$ cat src/wnpm_ram.sv
// Generic single-write, single-read RAM with registered read data.
module wnpm_ram #(
  parameter int unsigned WIDTH = 8,
  parameter int unsigned DEPTH = 16
) (
  input  logic                                    clk_i,
  input  logic                                    we_i,
  input  logic [((DEPTH > 1) ? $clog2(DEPTH) : 1)-1:0] waddr_i,
  input  logic [WIDTH-1:0]                        wdata_i,
  input  logic                                    re_i,
  input  logic [((DEPTH > 1) ? $clog2(DEPTH) : 1)-1:0] raddr_i,
  output logic [WIDTH-1:0]                        rdata_o
);

  logic [WIDTH-1:0] mem_q [DEPTH];

  // Write one word and register one read word per cycle
  always_ff @(posedge clk_i) begin
    if (we_i) begin
      mem_q[waddr_i] <= wdata_i;
    end
    if (re_i) begin
      rdata_o <= mem_q[raddr_i];
    end
  end

endmodule

$ cat config.mk
export PLATFORM = sky130hd
export DESIGN_NAME = wnpm_ram
export DESIGN_NICKNAME = d
export VERILOG_FILES = /design/src/wnpm_ram.sv
export SDC_FILE = /design/constraint.sdc
export NUM_CORES = 1
export LEC_CHECK = 0
export BUFFER_PORTS_ARGS = -buffer_cell sky130_fd_sc_hd__buf_2
export CORE_ASPECT_RATIO = 0.6
export CORE_MARGIN = 5
export CORE_UTILIZATION = 24
export DETAILED_ROUTE_END_ITERATION = 10
export PLACE_DENSITY = 0.47
export REMOVE_ABC_BUFFERS = 1
export SYNTH_ARGS = -nofsm -noshare
export SYNTH_HDL_FRONTEND = slang
export SYNTH_SLANG_ARGS = --single-unit
$ cat constraint.sdc
create_clock -name clk_i -period 4.1 [get_ports clk_i]
set_input_delay 0.205 -clock clk_i [delete_from_list [all_inputs] [get_ports clk_i]]
set_output_delay 0.205 -clock clk_i [all_outputs]
set_load 0.005 [all_outputs]
[Yosys cells after proc, flatten, opt, wreduce, memory -nomap -nowiden]
Memory sizes are Yosys's and may differ from the RTL's. A register that Yosys moved wholly into a read port is not among the register bits.
Cells that the tools add are included.
Storage, ports and cells
  flip-flop bits (word level): 0
  RAM bits: 128
  input port bits: 19
  output and inout port bits: 8
  logic and storage cells: 3
  memories kept: 1
Memory list
  mem_q: depth 16, width 8, rd ports 1, clocked after Yosys merged registers in 1, write ports 1, RTL line 15  | logic [WIDTH-1:0] mem_q [DEPTH];
Cells by class
  muxes and demuxes: 2
Operators by type and width (count)
  $mux W1: 2

[Longest topological paths before layout]
  word-level depth: 2
  gate-level depth with buffers: 5
  gate-level depth less buffers: 3

[Worst setup path before layout]
Ideal clock, no wire load.
  path type: input-to-reg
  start point: in waddr_i[2] (netlist bit)
  end point: mem mem_q[0][0], enable pin
  library setup time: 0.383 ns
  arrival: 1.315 ns
  data required time: 3.717 ns
  path slack: 2.402 ns
  stages on the path: 2
  path buffers: 0
  path through: or3b_2 -> nor3_1
RTL lines
  start, declared: RTL line 8  | input logic [((DEPTH > 1) ? $clog2(DEPTH) : 1)-1:0] waddr_i,
  end, declared: RTL line 15
No word-level cell before the write port.

==> results.md <==
- Hold_sp: wdata_i[7]
- Top cells by count, synth: edfxtp_1, mux4_2, a22oi_1
- Reg-to-reg critical path startpoint: mem_q[1][3]
- Synth Flop Type: edfxtp_1
- Sequential cell area fraction in the yosys report: 78.12%
- First-pass GRT wire length: 17910 microns
- Nets: 291
- Syn_area_per_cell: 22.83 sq um
- Mapped Area: 5228 sq um
- Worst hold path endpoint: mem_q[5][7]
- Chip width: 200.5 microns
- Crit-path max FO: 27
- Place WS: 1.692 ns
- Share of layout cells above drive strength 1: 28.17%
- CP max stage cell: buf_2
- Clk_lat worst skew: 0.41 ns
- Worst-path clk slew: 0.06 ns
- WL/cell: 21.87 microns
- Flops & latches, synth: 136
- GRT Total Usage: 10.16%
- Final hold vios: 0
- Crit path launch type: primary input
- Slew HR: 17.89%
- DR vias: 2453
- RSZ-0062 raised after global routing: false
- Clk sink count: 136
- Vias/cell: 4.357
- Initial antenna violation count: 0
- Core box area: 21240 sq um
- Final worst slack: 2.163 ns
- CTS tree: yes
- Routability Congestion: 0.7105
- Post-synth top area share: 78.12%
- Detailed placement HPWL: 7956 microns
- Final period util: 47.25%
- Critical path's largest stage delay: 0.70 ns
- R2R Path End: rdata_o[3]
- Post-synth EDFFs: 136
- Initial Util: 24.61%
- Syn. warnings: 0
- Area Growth Syn to Fin: 18.62%
- DRT antenna net count: 0
- Residual DRC: 0
- Hold_buf cts: 0
- H-tree Lvls: 4
- Worst slew pin tran: 1.227 ns
- # Max-Cap Violations: 0
- Ant diodes: 0
- # Post-CTS Setup Buffers: 0
- Final Total Pwr: 3.079 mW
- Max Clock Skew: 0.007467 ns
- Pre-antenna DRT Iters: 4
- Drt total wl: 12310 microns
- Clk root buf: clkbuf_16
- Cell Pwr Density: 496.5 nW/um^2
- Pleak: 2.008 nW
- Outcome: complete, no violations
- Post-synthesis cell type count: 18
- Max-slew violations: 0
- Iter 0 DRT Violations: 161
- Asr flop ratio synth: 0%
- Worst Path Required: 4.25 ns
- Fin crit period: 1.937 ns
- Highest Clock Rate: 516.2 MHz
- Worst path cell trace: buf_2 > buf_4 > mux4_1 > a22oi_1 > nand2_1
- Die Area: 24930 sq um
- Top cells by area, synth: edfxtp_1, mux4_2, mux4_1
- Setup_tns: 0 ns
- Fill cell count: 2103
- R2R Setup Slk: 2.55 ns
- Pin count of the biggest net entering global routing: 33
- WS Path Type: primary input to flip-flop
- Num CTS Buffers: 17
- Port Buffers: 26
- Vias in the first global route: 2527
- GRT overflow: 0
- Worst setup EP type: flip-flop
- Min-Delay Path Depth: 1
- Synth area leader: edfxtp_1
- Placement row count: 41
- Syn Inst Count: 229
- CTS resizes: 0
- Count leader, synth: edfxtp_1
- CP Data Arrival Time: 2.09 ns
- Worst R2R Path Depth: 3
- Worst Hold Class: primary input to flip-flop
- Height of the chip: 124.3 microns
- Number of I/O pins: 27
- Maximum root-to-sink buffer count: 2
- Count of final setup violators: 0
- Worst vdd ir: 0.0003033 V
-- critical path: cells and delay by family --
family | cells | cell delay, ns
and+or+nand+nor | 1 | 0.07
buffers and inverters | 2 | 1.01
AOI/OAI and AO/OA | 1 | 0.20
muxes | 1 | 0.56
-- metrics by stage --
stage	utilization [%]	area [sq um]	cells	hold WS, ns
floorplan	-	5141	219	0.3039
global placement	26.75	5680	532	0.5930
detailed placement	26.75	5680	532	0.6033
CTS	29.20	6201	563	0.1625
global route	29.20	6201	563	0.1761
finish	29.20	6201	563	0.1778
-- layout make-up --
class                           count  area [sq um]  share of cell area [%]
Clock inverter                     11         83.83                   1.352
Tap cell                          279         349.1                   5.630
Clock buffer                       20         436.7                   7.042
Sequential cell                   136          4084                   65.86
Multi-Input combinational cell     83          1057                   17.05
Timing Repair Buffer               34         190.2                   3.067
-- cells in the final DEF (no fill, tap or decap) --
master      instances
edfxtp_1          136
buf_2              26
mux4_2             18
clkbuf_16          17
a22oi_1            16
mux4_1             14
nor2_1             13
nand2_1             9
buf_4               8
clkinv_2            7
nor3_1              4
clkbuf_1            3
nand3b_1            2
nand2b_1            2
clkinvlp_4          2
nor2b_1             1
and2_1              1
and2b_1             1
nand3_1             1
or3b_2              1
clkinv_1            1
bufinv_16           1
-- cell families (layout without fill, tap and decap cells) --
logic type             Yosys count  after routing  synth area share, %
AOI/OAI and AO/OA               16             16                2.298
buffers and inverters           10             65                1.651
DFF                            136            136                78.12
muxes                           32             32                14.79
and+or+nand+nor                 35             35                3.136
-- layer usage --
metal / vias up / routed length, microns / track usage (%)
met4: 0 / 166 / 3.558
li1: 1071 / - / -
met2: 69 / 5033 / 13.28
met1: 1297 / 6310 / 15.71
met5: - / 0 / 0
met3: 16 / 800 / 3.044
-- where the power goes --
group | internal [mW] | leakage, nW | switching (mW) | total [mW]
Combinational | 0.0558 | 0.515 | 0.0853 | 0.141
Clock | 0.818 | 0.256 | 0.541 | 1.36
Sequential | 1.57 | 1.24 | 0.0107 | 1.58
-- worst max path at each step --
stage / end / startpoint
3_3_place_gp: rdata_o[2] / raddr_i[0]
3_5_place_dp: rdata_o[5] / raddr_i[0]
4_1_cts: rdata_o[2] / raddr_i[0]
6_report: rdata_o[2] / raddr_i[0]
2_1_floorplan: mem_q[0][0] / waddr_i[2]
5_1_grt: rdata_o[5] / raddr_i[0]
-- state kept, by name (all words and copies together) (netlist names) --
register	flops
mem_q	128
rdata_o	8
No activity file was read; power rests on OpenSTA's default activity.
