===== config.mk =====
export PLATFORM = sky130hd
export DESIGN_NAME = wnpm_dist
export DESIGN_NICKNAME = d
export VERILOG_FILES = /design/src/wnpm_pkg.sv /design/src/wnpm_dist.sv
export SDC_FILE = /design/constraint.sdc
export NUM_CORES = 1
export LEC_CHECK = 0
export BUFFER_PORTS_ARGS = -buffer_cell sky130_fd_sc_hd__buf_2
export CAP_MARGIN = 20
export CORE_ASPECT_RATIO = 1.4
export CORE_UTILIZATION = 35
export DETAILED_ROUTE_END_ITERATION = 10
export PLACE_DENSITY = 0.6
export SYNTH_ARGS = -nofsm -noshare
export SYNTH_HDL_FRONTEND = slang
export SYNTH_SLANG_ARGS = --single-unit

===== constraint.sdc =====
create_clock -name clk_i -period 4.7 [get_ports clk_i]
set_input_delay 0.705 -clock clk_i [delete_from_list [all_inputs] [get_ports clk_i]]
set_output_delay 0.705 -clock clk_i [all_outputs]
set_load 0.02 [all_outputs]

===== src/wnpm_pkg.sv =====
// Shared types, constants and weights for the weighted nearest patch match block.
package wnpm_pkg;

  localparam int unsigned PATCH_BYTES = 11;
  localparam int unsigned BYTE_W      = 8;
  localparam int unsigned PATCH_W     = PATCH_BYTES * BYTE_W;
  localparam int unsigned TERM_W      = 10;
  localparam int unsigned HALF_W      = 12;
  localparam int unsigned DIST_W      = 13;
  localparam int unsigned INDEX_W     = 10;
  localparam int unsigned LOW_TERMS   = 6;

  // Command codes carried in the input tuser bit
  localparam logic CMD_LOAD  = 1'b0;
  localparam logic CMD_QUERY = 1'b1;

  // Per-byte weights, lowest byte first
  localparam logic [1:0] BYTE_WEIGHT [PATCH_BYTES] = '{
    2'd2, 2'd2, 2'd1, 2'd1, 2'd2, 2'd2, 2'd2, 2'd2, 2'd3, 2'd1, 2'd1
  };

  typedef logic [PATCH_W-1:0] patch_t;

  typedef enum logic [1:0] {
    ST_IDLE,
    ST_SCAN,
    ST_DONE
  } state_e;

  typedef struct packed {
    logic              valid;
    logic [DIST_W-1:0] dist_sum;
  } dist_res_t;

endpackage


===== src/wnpm_dist.sv =====
// Pipelined weighted absolute-difference distance unit, one entry per cycle.
module wnpm_dist (
  input  logic                clk_i,
  input  logic                rst_ni,
  input  logic                valid_i,
  input  wnpm_pkg::patch_t    stored_i,
  input  wnpm_pkg::patch_t    probe_i,
  output wnpm_pkg::dist_res_t res_o
);

  localparam int unsigned NB = wnpm_pkg::PATCH_BYTES;
  localparam int unsigned BW = wnpm_pkg::BYTE_W;
  localparam int unsigned TW = wnpm_pkg::TERM_W;
  localparam int unsigned HW = wnpm_pkg::HALF_W;
  localparam int unsigned DW = wnpm_pkg::DIST_W;
  localparam int unsigned LT = wnpm_pkg::LOW_TERMS;

  logic [TW-1:0] term_d [NB];
  logic [TW-1:0] term_q [NB];
  logic [HW-1:0] lo_d, hi_d, lo_q, hi_q;
  logic [DW-1:0] dist_q;
  logic          v1_q, v2_q, v3_q;

  // Form weighted absolute byte differences
  always_comb begin
    logic [BW-1:0] a, b, diff;
    for (int k = 0; k < NB; k++) begin
      a = stored_i[k*BW +: BW];
      b = probe_i[k*BW +: BW];
      diff = (a >= b) ? (a - b) : (b - a);
      term_d[k] = TW'(diff) * TW'(wnpm_pkg::BYTE_WEIGHT[k]);
    end
  end

  // Sum the two halves of the terms
  always_comb begin
    lo_d = '0;
    hi_d = '0;
    for (int k = 0; k < LT; k++) begin
      lo_d = lo_d + HW'(term_q[k]);
    end
    for (int k = LT; k < NB; k++) begin
      hi_d = hi_d + HW'(term_q[k]);
    end
  end

  // Register the stage data
  always_ff @(posedge clk_i) begin
    term_q <= term_d;
    lo_q   <= lo_d;
    hi_q   <= hi_d;
    dist_q <= DW'(lo_q) + DW'(hi_q);
  end

  // Advance the stage valids
  always_ff @(posedge clk_i or negedge rst_ni) begin
    if (!rst_ni) begin
      v1_q <= 1'b0;
      v2_q <= 1'b0;
      v3_q <= 1'b0;
    end else begin
      v1_q <= valid_i;
      v2_q <= v1_q;
      v3_q <= v2_q;
    end
  end

  assign res_o.valid    = v3_q;
  assign res_o.dist_sum = dist_q;

endmodule


Word level (Yosys, flattened, before mapping)
Cells that the tools add are included.
- output and inout port bits: 14
- register bits: 130
- muxes and demuxes: 11
- multipliers: 1
- $add $sub $neg: 32
- magnitude comparators: 11
- operators by type and width (cell ; number):
    subtractor 8 bit ; 22
    >= comparator 8 bit ; 11
    2-to-1 mux 8 bit ; 11
    adder 11 x 8 -> 12 bit ; 2
    adder 12 x 9 -> 12 bit ; 2
    adder 9 x 9 -> 10 bit ; 2
    adder 12 x 12 -> 13 bit ; 1
    adder 12 x 8 -> 12 bit ; 1
    adder 10 x 10 -> 11 bit ; 1
    adder 10 x 8 -> 11 bit ; 1
    multiplier 8 x 2 -> 10 bit, second input constant ; 1

Longest topological paths before layout
Gate-level depths: netlist of run 1.
- depth in word-level cells: 5
- gate-level depth with buffers: 17
- mapped depth without buffers: 17

Least setup slack after synthesis of run 1
OpenSTA, ideal clock, no wires.
- path kind: input port to flip-flop
- start point: input port stored_i[64]
- end point: register term_q[28] (netlist name)
- path buffers: 1
- stages: 16
- path slack: 888 ps
- arrival: 3740 ps
- data required time: 4628 ps
- path through: inv_1 -> ha_1 -> inv_1 -> fa_1 -> nand3_1 -> a31oi_1 -> a41oi_2 -> clkbuf_1 -> mux2i_1 -> xnor2_1 -> ha_1 -> or3_1 -> o21ai_0 -> a31oi_1 -> a31oi_1 -> xnor2_1
- RTL lines (element ; line ; RTL):
    from (decl) ; wnpm_dist.sv:6 ; input wnpm_pkg::patch_t stored_i,
    to (signal assigned) ; wnpm_dist.sv:49 ; term_q <= term_d;
    to (decl) ; wnpm_dist.sv:19 ; logic [TW-1:0] term_q [NB];

Final worst setup path of run 1
- start point: register term_q[53] (netlist name)
- end point: register lo_q[11]
- longest elaborated chain between the ends: 1
- RTL lines (element ; line ; RTL):
    adder 12 x 9 -> 12 bit ; wnpm_dist.sv:40 ; lo_d = lo_d + HW'(term_q[k]);
    via lo_d[11] ; wnpm_dist.sv:20 ; logic [HW-1:0] lo_d, hi_d, lo_q, hi_q;
    to (signal assigned) ; wnpm_dist.sv:50 ; lo_q <= lo_d;
    to (decl) ; wnpm_dist.sv:20 ;
The timed path passes the listed nets, and every way through them passes these cells.

==> metrics.cfg, run 1 <==
[final_layout]
drive_above_1_share_pct = 14.9
nets = 2220
mostFrequentLayoutCell = inv_1
layout_common_cells = 389 x inv_1, 208 x ha_1, 192 x buf_2
syn_to_final_growth_pct = 15.6
fin_area_um2 = 15400

[sta]
tns_ps = 0
finalCritPeriodShare_pct = 80.2
hold_viol = 0
max_freq_mhz = 265
slew_violations = 0
min_period_ps = 3770
rsz0062_at_grt = no
maxSlewHeadroom_pct = 57.9
setup_viol = 0
layout_setup_ws_ps = 933
tightest_slew_ps = 616
clock_skew_ps = 11.0
hold_ws_ps = 73.5

[global_routing]
grt_pass1_vias = 10800
grt_use_met2_pct = 30.7
grt_start_max_net_pins = 17
grt_pass1_wl_mm = 48.0
busiest_layer = met2
grt_util_met1_pct = 15.4
track_usage_pct = 15.2
grt-ovfl-total = 0
use_met3_pct = 2.35
antenna_found_initial = 3

[drt]
drc = 0
drtPass1Iterations = 5
ant_nets = 0
first_iter_violations = 295
route.final.wire_length_mm = 28.8
vias = 10700
vias_per_cell = 4.78
wl_per_cell_um = 12.9

[job]
drv_cap = 0

[synthesis]
synthCells = 1560
yosys_warnings = 0
seq_area_frac_synth_pct = 19.6
synth_ff_type = dfxtp_1
synth_edf_count = 0
ys_ff_latch = 130
syn_area_um2 = 13300
avgSynthCellArea_um2 = 8.55
yosys.cell_types.count = 74
synthArstFlopShare_pct = 2.31
synth_nets = 2025

[die]
row_count = 84
ios = 193
start_util_pct = 35.5
coreArea_um2 = 37500
die_w_um = 167
dieArea_um2 = 38900
fp.dieH_um = 233

[power]
p_per_area_nw_per_um2 = 597
p_leak_nw = 8.38
ir_drop_mv = 0.585

[worst_setup_path]
rr_endpoint = lo_q[11]
reg2reg_slack_ps = 930
crit_fanout = 2
required_ps = 5010
startpoint_type = flop
reg2reg_from = term_q[53]
crit_type = reg -> reg
r2r_cells = 16
crit_path_end_kind = flop
arrival_ps = 4080

[place]
place_congestion = 0.849
hpwl_mm = 25.2
preCtsSetupSlack_ps = 524
placed_cell_area_um2 = 14800
io_buffers = 192

[clock_network]
cts_setup_buffers = 0
clockBufferDepth = 2
cts_resized = 0
cts_root_buffer = clkbuf_16
cts_tree = yes
cts_made_buffers = 17
ctsHoldBuffers = 0
htreeDepth = 4
cts_sinks = 130
clock_latency_ps = 420
clk_pin_slew_ps = 60

[min_path]
worstHoldPathType = in -> async

[status]
outcome = finished clean

==> worst max-delay path, stage by stage (launching register included) <==
cell      delay, ps
dfxtp_1         310
inv_1            50
fa_1            530
inv_1            70
fa_1            530
inv_1            50
fa_1            530
inv_1            40
ha_1            220
fa_1            410
a21oi_1         150
nor2_1           50
nor2_1          150
o21bai_1         80
a21oi_1         220
nor2b_1          80
o21a_1          160
==> synth_stat cells, types with 24 or more instances <==
cell,n,share of area (%)
nand2_1,66,1.9
o21ai_0,61,2.3
dfxtp_1,127,19
fa_1,78,12
ha_1,208,20
nand3_1,24,0.90
nor2_1,67,1.9
a21oi_1,82,3.1
mux2i_1,57,4.3
inv_1,389,11
xor2_1,36,2.4
xnor2_1,48,3.2
==> sequential cells by signal, indices dropped and copies added, names as in the netlist <==
register,count
term_q,90
v2_q,1
v3_q,1
hi_q,12
v1_q,1
dist_q,13
lo_q,12
==> routing by layer <==
| layer | part of all wire (%) | routed length (um) |
|---|---|---|
| met1 | 39 | 11300 |
| met2 | 55 | 15900 |
| met3 | 3.4 | 967 |
| met4 | 2.3 | 665 |
| met5 | 0.028 | 8 |
==> layout make-up <==
class | count | area, um2
Multi-Input combinational cell | 1023 | 9180
Timing Repair Buffer | 194 | 976
Antenna cell | 2 | 5.00
Sequential cell | 130 | 2620
Clock inverter | 15 | 160
Fill cell | 3788 | 22100
Tap cell | 473 | 592
Inverter | 389 | 1460
Clock buffer | 17 | 425
==> report_power, final <==
part	switching (W)	leakage, nW	internal, W
Clock	0.000546	0.289	0.000754
Combinational	0.00334	6.98	0.00280
Sequential	0.000145	1.11	0.00161
==> kinds of logic (layout without fill, tap and decap cells) <==
kind of cell             Yosys count  in the layout  synth area share [%]
buffers and inverters            407            615                  11.6
AO/OA/AOI/OAI                    330            330                  17.0
flip-flops                       130            130                  19.6
adder cells (fa/ha/maj)          286            286                  31.2
AND/OR/NAND/NOR                  242            242                  8.68
multiplexers                      81             81                  6.36
other                              0              2                     0
XOR/XNOR                          84             84                  5.52
==> through the flow <==
stage / util, % / instances / power [W]
global route: 41.1 / 2242 / 0.0103
global placement: 39.5 / 2209 / 0.00790
floorplan: - / 1560 / 0.00664
finish: 41.1 / 2243 / 0.00920
CTS: 41.1 / 2241 / 0.00942
detailed placement: 39.5 / 2209 / 0.00804
==> worst max path at each step <==
stage,to,start,slack [ps]
after CTS,hi_q[10],term_q[2],880
after detailed placement,term_q[28],stored_i[64],520
after global placement,term_q[28],stored_i[64],610
after floorplan,term_q[28],stored_i[64],890
after global routing,term_q[28],stored_i[64],670
final,lo_q[11],term_q[53],930
(Power assumes the default switching activity.)
==> run 2, diff against run 1 <==
PLACE_DENSITY = 0.62   (was 0.6)
clock period = 3.03 ns   (was 4.7 ns; I/O delays follow)
==> metrics.cfg, run 2 (synthesized netlist as in run 1, its figures left out) <==
[place]
placed_cell_area_um2 = 16500
preCtsSetupSlack_ps = -557
place_congestion = 0.839
hpwl_mm = 26.6
io_buffers = 192

[final_layout]
nets = 2432
fin_area_um2 = 17400
layout_common_cells = 371 x inv_1, 212 x buf_4, 203 x ha_1
mostFrequentLayoutCell = inv_1
n_antenna_cell = 0
largest_register = term_q
syn_to_final_growth_pct = 30.2
drive_above_1_share_pct = 27.8
largest_register_ffs = 90
largestRegisters = term_q: 90 flops, dist_q: 13 flops

[worst_setup_path]
crit_fanout = 2
crit_family = adder cells
cp_num_buf_inv = 4
crit_type = reg -> reg
required_ps = 3340
path_common_cell = inv_2
arrival_ps = 3790
path_cells = inv_2, fa_1, inv_2, fa_1, inv_2, fa_1, inv_2, ha_4, fa_2, a21oi_2, nor2_1, nor2_1, o21bai_1, a21oi_2, nor2b_1, o21a_1
crit_path_end_kind = flop
slowest_delay_ps = 550
startpoint_type = flop
slowest_stage = fa_1

[die]
fp.dieH_um = 233
dieArea_um2 = 38900
coreArea_um2 = 37500
ios = 193
die_w_um = 167
row_count = 84
start_util_pct = 35.5

[drt]
route.final.wire_length_mm = 31.1
wl_per_cell_um = 12.7
drc = 0
vias_per_cell = 4.70
vias = 11500
ant_nets = 0
drtPass1Iterations = 4
first_iter_violations = 298

[power]
switching_share_pct = 40.8
ir_drop_mv = 1.07
seq_power_share_pct = 15.0
combPwrFrac_pct = 74.1
p_leak_nw = 9.43
p_sw_w = 0.00745
p_int_w = 0.0108
clkPwrFrac_pct = 10.9
p_per_area_nw_per_um2 = 1050

[clock_network]
htreeDepth = 4
clk_pin_slew_ps = 60
clock_latency_ps = 410
cts_root_buffer = clkbuf_16
cts_made_buffers = 17
cts_sinks = 130
clockBufferDepth = 2
cts_tree = yes

[sta]
clock_skew_ps = 8.48
max_freq_mhz = 288
layout_setup_ws_ps = -448
min_period_ps = 3480
tns_ps = -2790
setup_viol = 11
finalCritPeriodShare_pct = 115
maxSlewHeadroom_pct = 67.4
rsz0062_at_grt = yes
slew_violations = 0
tightest_slew_ps = 488
hold_viol = 0

[status]
outcome = finished with violations
failed_checks = negative setup slack

[job]
drv_cap = 0

[global_routing]
grt-ovfl-total = 0
antenna_found_initial = 0
grt_start_max_net_pins = 17
grt_pass1_vias = 12100
grt_pass1_wl_mm = 52.9
track_usage_pct = 16.4

[min_path]
worstHoldPathType = in -> reg

[run 2: changes by cell type in the layout (fill, tap and decap cells not counted), sizes merged]
cell         before  now
bufinv            1    2
dlygate4sd3       0    1
clkinvlp          1    5
buf             194  405
clkinv            2    4
inv             400  393
diode             2    0
[run 2: final timing paths]
kind | from | to | slack (ps) | cells past startpoint
worst max-delay path | term_q[73] | lo_q[11] | -450 | 16
worst min-delay path | valid_i | v1_q | 170 | 1
worst max register to register | term_q[73] | lo_q[11] | -450 | 16
worst min register to register | v2_q | v3_q | 350 | 0
max in group asynchronous | rst_ni | v1_q | 2530 | 2
min in group asynchronous | rst_ni | v2_q | 390 | 2
[run 2: metrics by stage]
step	util [%]	power, W	hold WS (ps)	instances
after CTS	45.7	0.0181	168	2454
after detailed placement	43.9	0.0151	256	2415
after global routing	46.3	0.0202	159	2453
after global placement	43.9	0.0149	254	2415
after floorplan	-	0.0109	159	1560
final	46.3	0.0182	169	2453
[run 2: power by group through the flow]
stage	sequential, W	combinational [W]	clock [W]
CTS	0.00274	0.0134	0.00203
global placement	0.00276	0.0121	0
detailed placement	0.00276	0.0123	0
floorplan	0.00278	0.00814	0
global route	0.00278	0.0153	0.00211
finish	0.00273	0.0135	0.00200
[run 2: worst reg2reg max path, stage by stage (launching register included)]
cell and delay [ps]:
dfxtp_2 320, inv_2 40, fa_1 550, inv_2 40, fa_1 540, inv_2 40, fa_1 520, inv_2 50
ha_4 150, fa_2 350, a21oi_2 130, nor2_1 50, nor2_1 140, o21bai_1 100, a21oi_2 140, nor2b_1 60
o21a_1 160
[run 2: layout make-up]
type | count | area (um2)
Fill cell | 3630 | 20200
Sequential cell | 130 | 2630
Timing Repair Buffer | 406 | 2590
Multi-Input combinational cell | 1023 | 9510
Clock buffer | 17 | 425
Inverter | 389 | 1470
Clock inverter | 15 | 156
Tap cell | 473 | 592
[run 2: what timing repair did]
action,CTS,global route
pin swaps,22,31
endpoints found under the setup margin,14,34
hold buffers,1,0
setup buffers,12,3
resized for setup,19,55
endpoints found under the hold margin,3,0
[run 2: metal layers]
metal  GRT usage (%)  up-vias  share of wire (%)
li1                -     5901                  -
met1            16.8     5406                 39
met2            33.6      186                 56
met3            2.35       41                2.8
met4            5.15        0                2.0
met5               0        -                  0
==> run 3, diff against run 2 <==
--- a/config.mk
+++ b/config.mk
@@ -11,5 +11,5 @@
 export CORE_UTILIZATION = 35
 export DETAILED_ROUTE_END_ITERATION = 10
-export PLACE_DENSITY = 0.62
+export PLACE_DENSITY = 0.56
 export SYNTH_ARGS = -nofsm -noshare
 export SYNTH_HDL_FRONTEND = slang
==> constraint.sdc (replaced) <==
create_clock -name clk_i -period 3.03 [get_ports clk_i]
set_input_delay 0.303 -clock clk_i [delete_from_list [all_inputs] [get_ports clk_i]]
set_output_delay 0.303 -clock clk_i [all_outputs]
set_load 0.02 [all_outputs]
==> metrics.cfg, run 3 (synthesized netlist as in run 1, its figures left out) <==
[sta]
rsz0062_at_grt = yes
hold_viol = 0
min_period_ps = 3480
maxSlewHeadroom_pct = 59.0
slew_violations = 0
setup_viol = 12
finalCritPeriodShare_pct = 115
layout_setup_ws_ps = -450
tightest_slew_ps = 607
max_freq_mhz = 287
clock_skew_ps = 7.76

[global_routing]
grt-ovfl-total = 0
grt_pass1_vias = 11500
grt_pass1_wl_mm = 52.4
track_usage_pct = 16.5
grt_start_max_net_pins = 17
antenna_found_initial = 0

[final_layout]
nets = 2389
syn_to_final_growth_pct = 27.2
fillerInstances = 3706
layout_common_cells = 379 x inv_1, 202 x ha_1, 193 x buf_2
n_antenna_cell = 0
fin_area_um2 = 17000
mostFrequentLayoutCell = inv_1
largestRegisters = term_q: 90 flops, dist_q: 13 flops
largest_register_ffs = 90
largest_register = term_q
drive_above_1_share_pct = 25.0

[drt]
route.final.wire_length_mm = 31.1
wl_per_cell_um = 12.9
vias_per_cell = 4.67
vias = 11300
drtPass1Iterations = 4
first_iter_violations = 319
drc = 0
ant_nets = 0

[power]
ir_drop_mv = 1.13
power.total_w = 0.0180
p_leak_nw = 9.24
p_per_area_nw_per_um2 = 1060

[worst_setup_path]
arrival_ps = 3830
slowest_delay_ps = 540
slowest_stage = fa_1
startpoint = term_q[53]
crit_fanout = 2
reg2reg_slack_ps = -450
startpoint_type = flop
path_common_cell = inv_2
crit_path_end = lo_q[10]
required_ps = 3380
crit_path_end_kind = flop
rr_endpoint = lo_q[10]
reg2reg_from = term_q[53]
crit_type = reg -> reg
r2r_cells = 17
path_cells = inv_2, fa_1, inv_2, fa_1, inv_2, fa_1, inv_2, ha_4, buf_4, buf_4, a21o_1, a21oi_2, o21bai_1, a21oi_2, o21bai_1, a21oi_1, xnor2_1

[status]
outcome = finished with violations
failed_checks = negative setup slack

[clock_network]
htreeDepth = 4
cts_tree = yes
clk_pin_slew_ps = 60
cts_sinks = 130
cts_root_buffer = clkbuf_16
clockBufferDepth = 2
cts_made_buffers = 17
clock_latency_ps = 420

[min_path]
worstHoldPathType = in -> async

[die]
dieArea_um2 = 38900
fp.dieH_um = 233
ios = 193
coreArea_um2 = 37500
die_w_um = 167
row_count = 84
start_util_pct = 35.5

[place]
hpwl_mm = 27.2
placed_cell_area_um2 = 16100
io_buffers = 192
place_congestion = 0.862

[job]
drv_cap = 0

==> run 3: cell types whose count changed in the layout (fill, tap and decap cells not counted), moves of 3 or more <==
| cell | before | now |
|---|---|---|
| a31oi_1 | 10 | 14 |
| a31oi_2 | 3 | 0 |
| buf_4 | 212 | 167 |
| dfxtp_1 | 120 | 124 |
| dfxtp_2 | 7 | 3 |
| inv_1 | 371 | 379 |
| inv_2 | 17 | 9 |
| inv_8 | 0 | 3 |
| mux2i_1 | 50 | 53 |
| mux2i_2 | 6 | 1 |
==> run 3: report_power, final <==
part           internal, W  switching, W
sequential         0.00250      0.000215
clock              0.00118      0.000820
combinational      0.00700       0.00632
==> run 3: repair_timing <==
action / CTS / global route
pin swaps: 18 / 14
setup endpoints to repair: 12 / 22
gates resized for setup: 10 / 32
setup buffers: 4 / 5
hold buffers: 2 / 0
cloned: 0 / 1
endpoints found under the hold margin: 4 / 0
==> run 3: worst max-delay path: cells and delay by family (launching register included) <==
kind / cells / cell delay (ps)
AO/OA/AOI/OAI: 6 / 780
XOR/XNOR: 1 / 140
adder cells (fa/ha/maj): 4 / 1760
buffers and inverters: 6 / 400
flip-flops: 1 / 320
==> run 3: worst min path at each step <==
| stage | endpoint | start |
|---|---|---|
| after detailed placement | v2_q | rst_ni |
| after global routing | v3_q | rst_ni |
| after floorplan | v1_q | rst_ni |
| after global placement | v2_q | rst_ni |
| after CTS | v2_q | rst_ni |
| final | v2_q | rst_ni |
==> run 3: through the flow <==
stage	worst slack (ps)	utilization [%]	setup TNS (ps)	std cells	hold WS (ps)
2_1_floorplan	-400	-	-1550	1560	7.41
3_3_place_gp	-467	43.0	-5980	2368	97.5
3_5_place_dp	-518	43.0	-6650	2368	99.5
4_1_cts	-450	44.7	-2900	2404	184
5_1_grt	-659	45.2	-5020	2410	222
6_report	-450	45.2	-3070	2410	206
==> run 3: cell type report <==
| cell class | count | area [um2] | area share [%] |
|---|---|---|---|
| timing repair buffer | 363 | 2250 | 13.3 |
| clock buffer | 18 | 439 | 2.59 |
| clock inverter | 14 | 144 | 0.848 |
| tap | 473 | 592 | 3.49 |
| sequential | 130 | 2620 | 15.4 |
| multi-input combinational | 1023 | 9450 | 55.7 |
| inverter | 389 | 1470 | 8.68 |
==> run 3: layer usage <==
metal | wire (um) | part of all wire [%] | global-route usage, %
met3 | 765 | 2.5 | 2.31
met2 | 17500 | 56 | 33.6
met4 | 670 | 2.2 | 5.01
met5 | 0 | 0 | 0
met1 | 12100 | 39 | 17.1
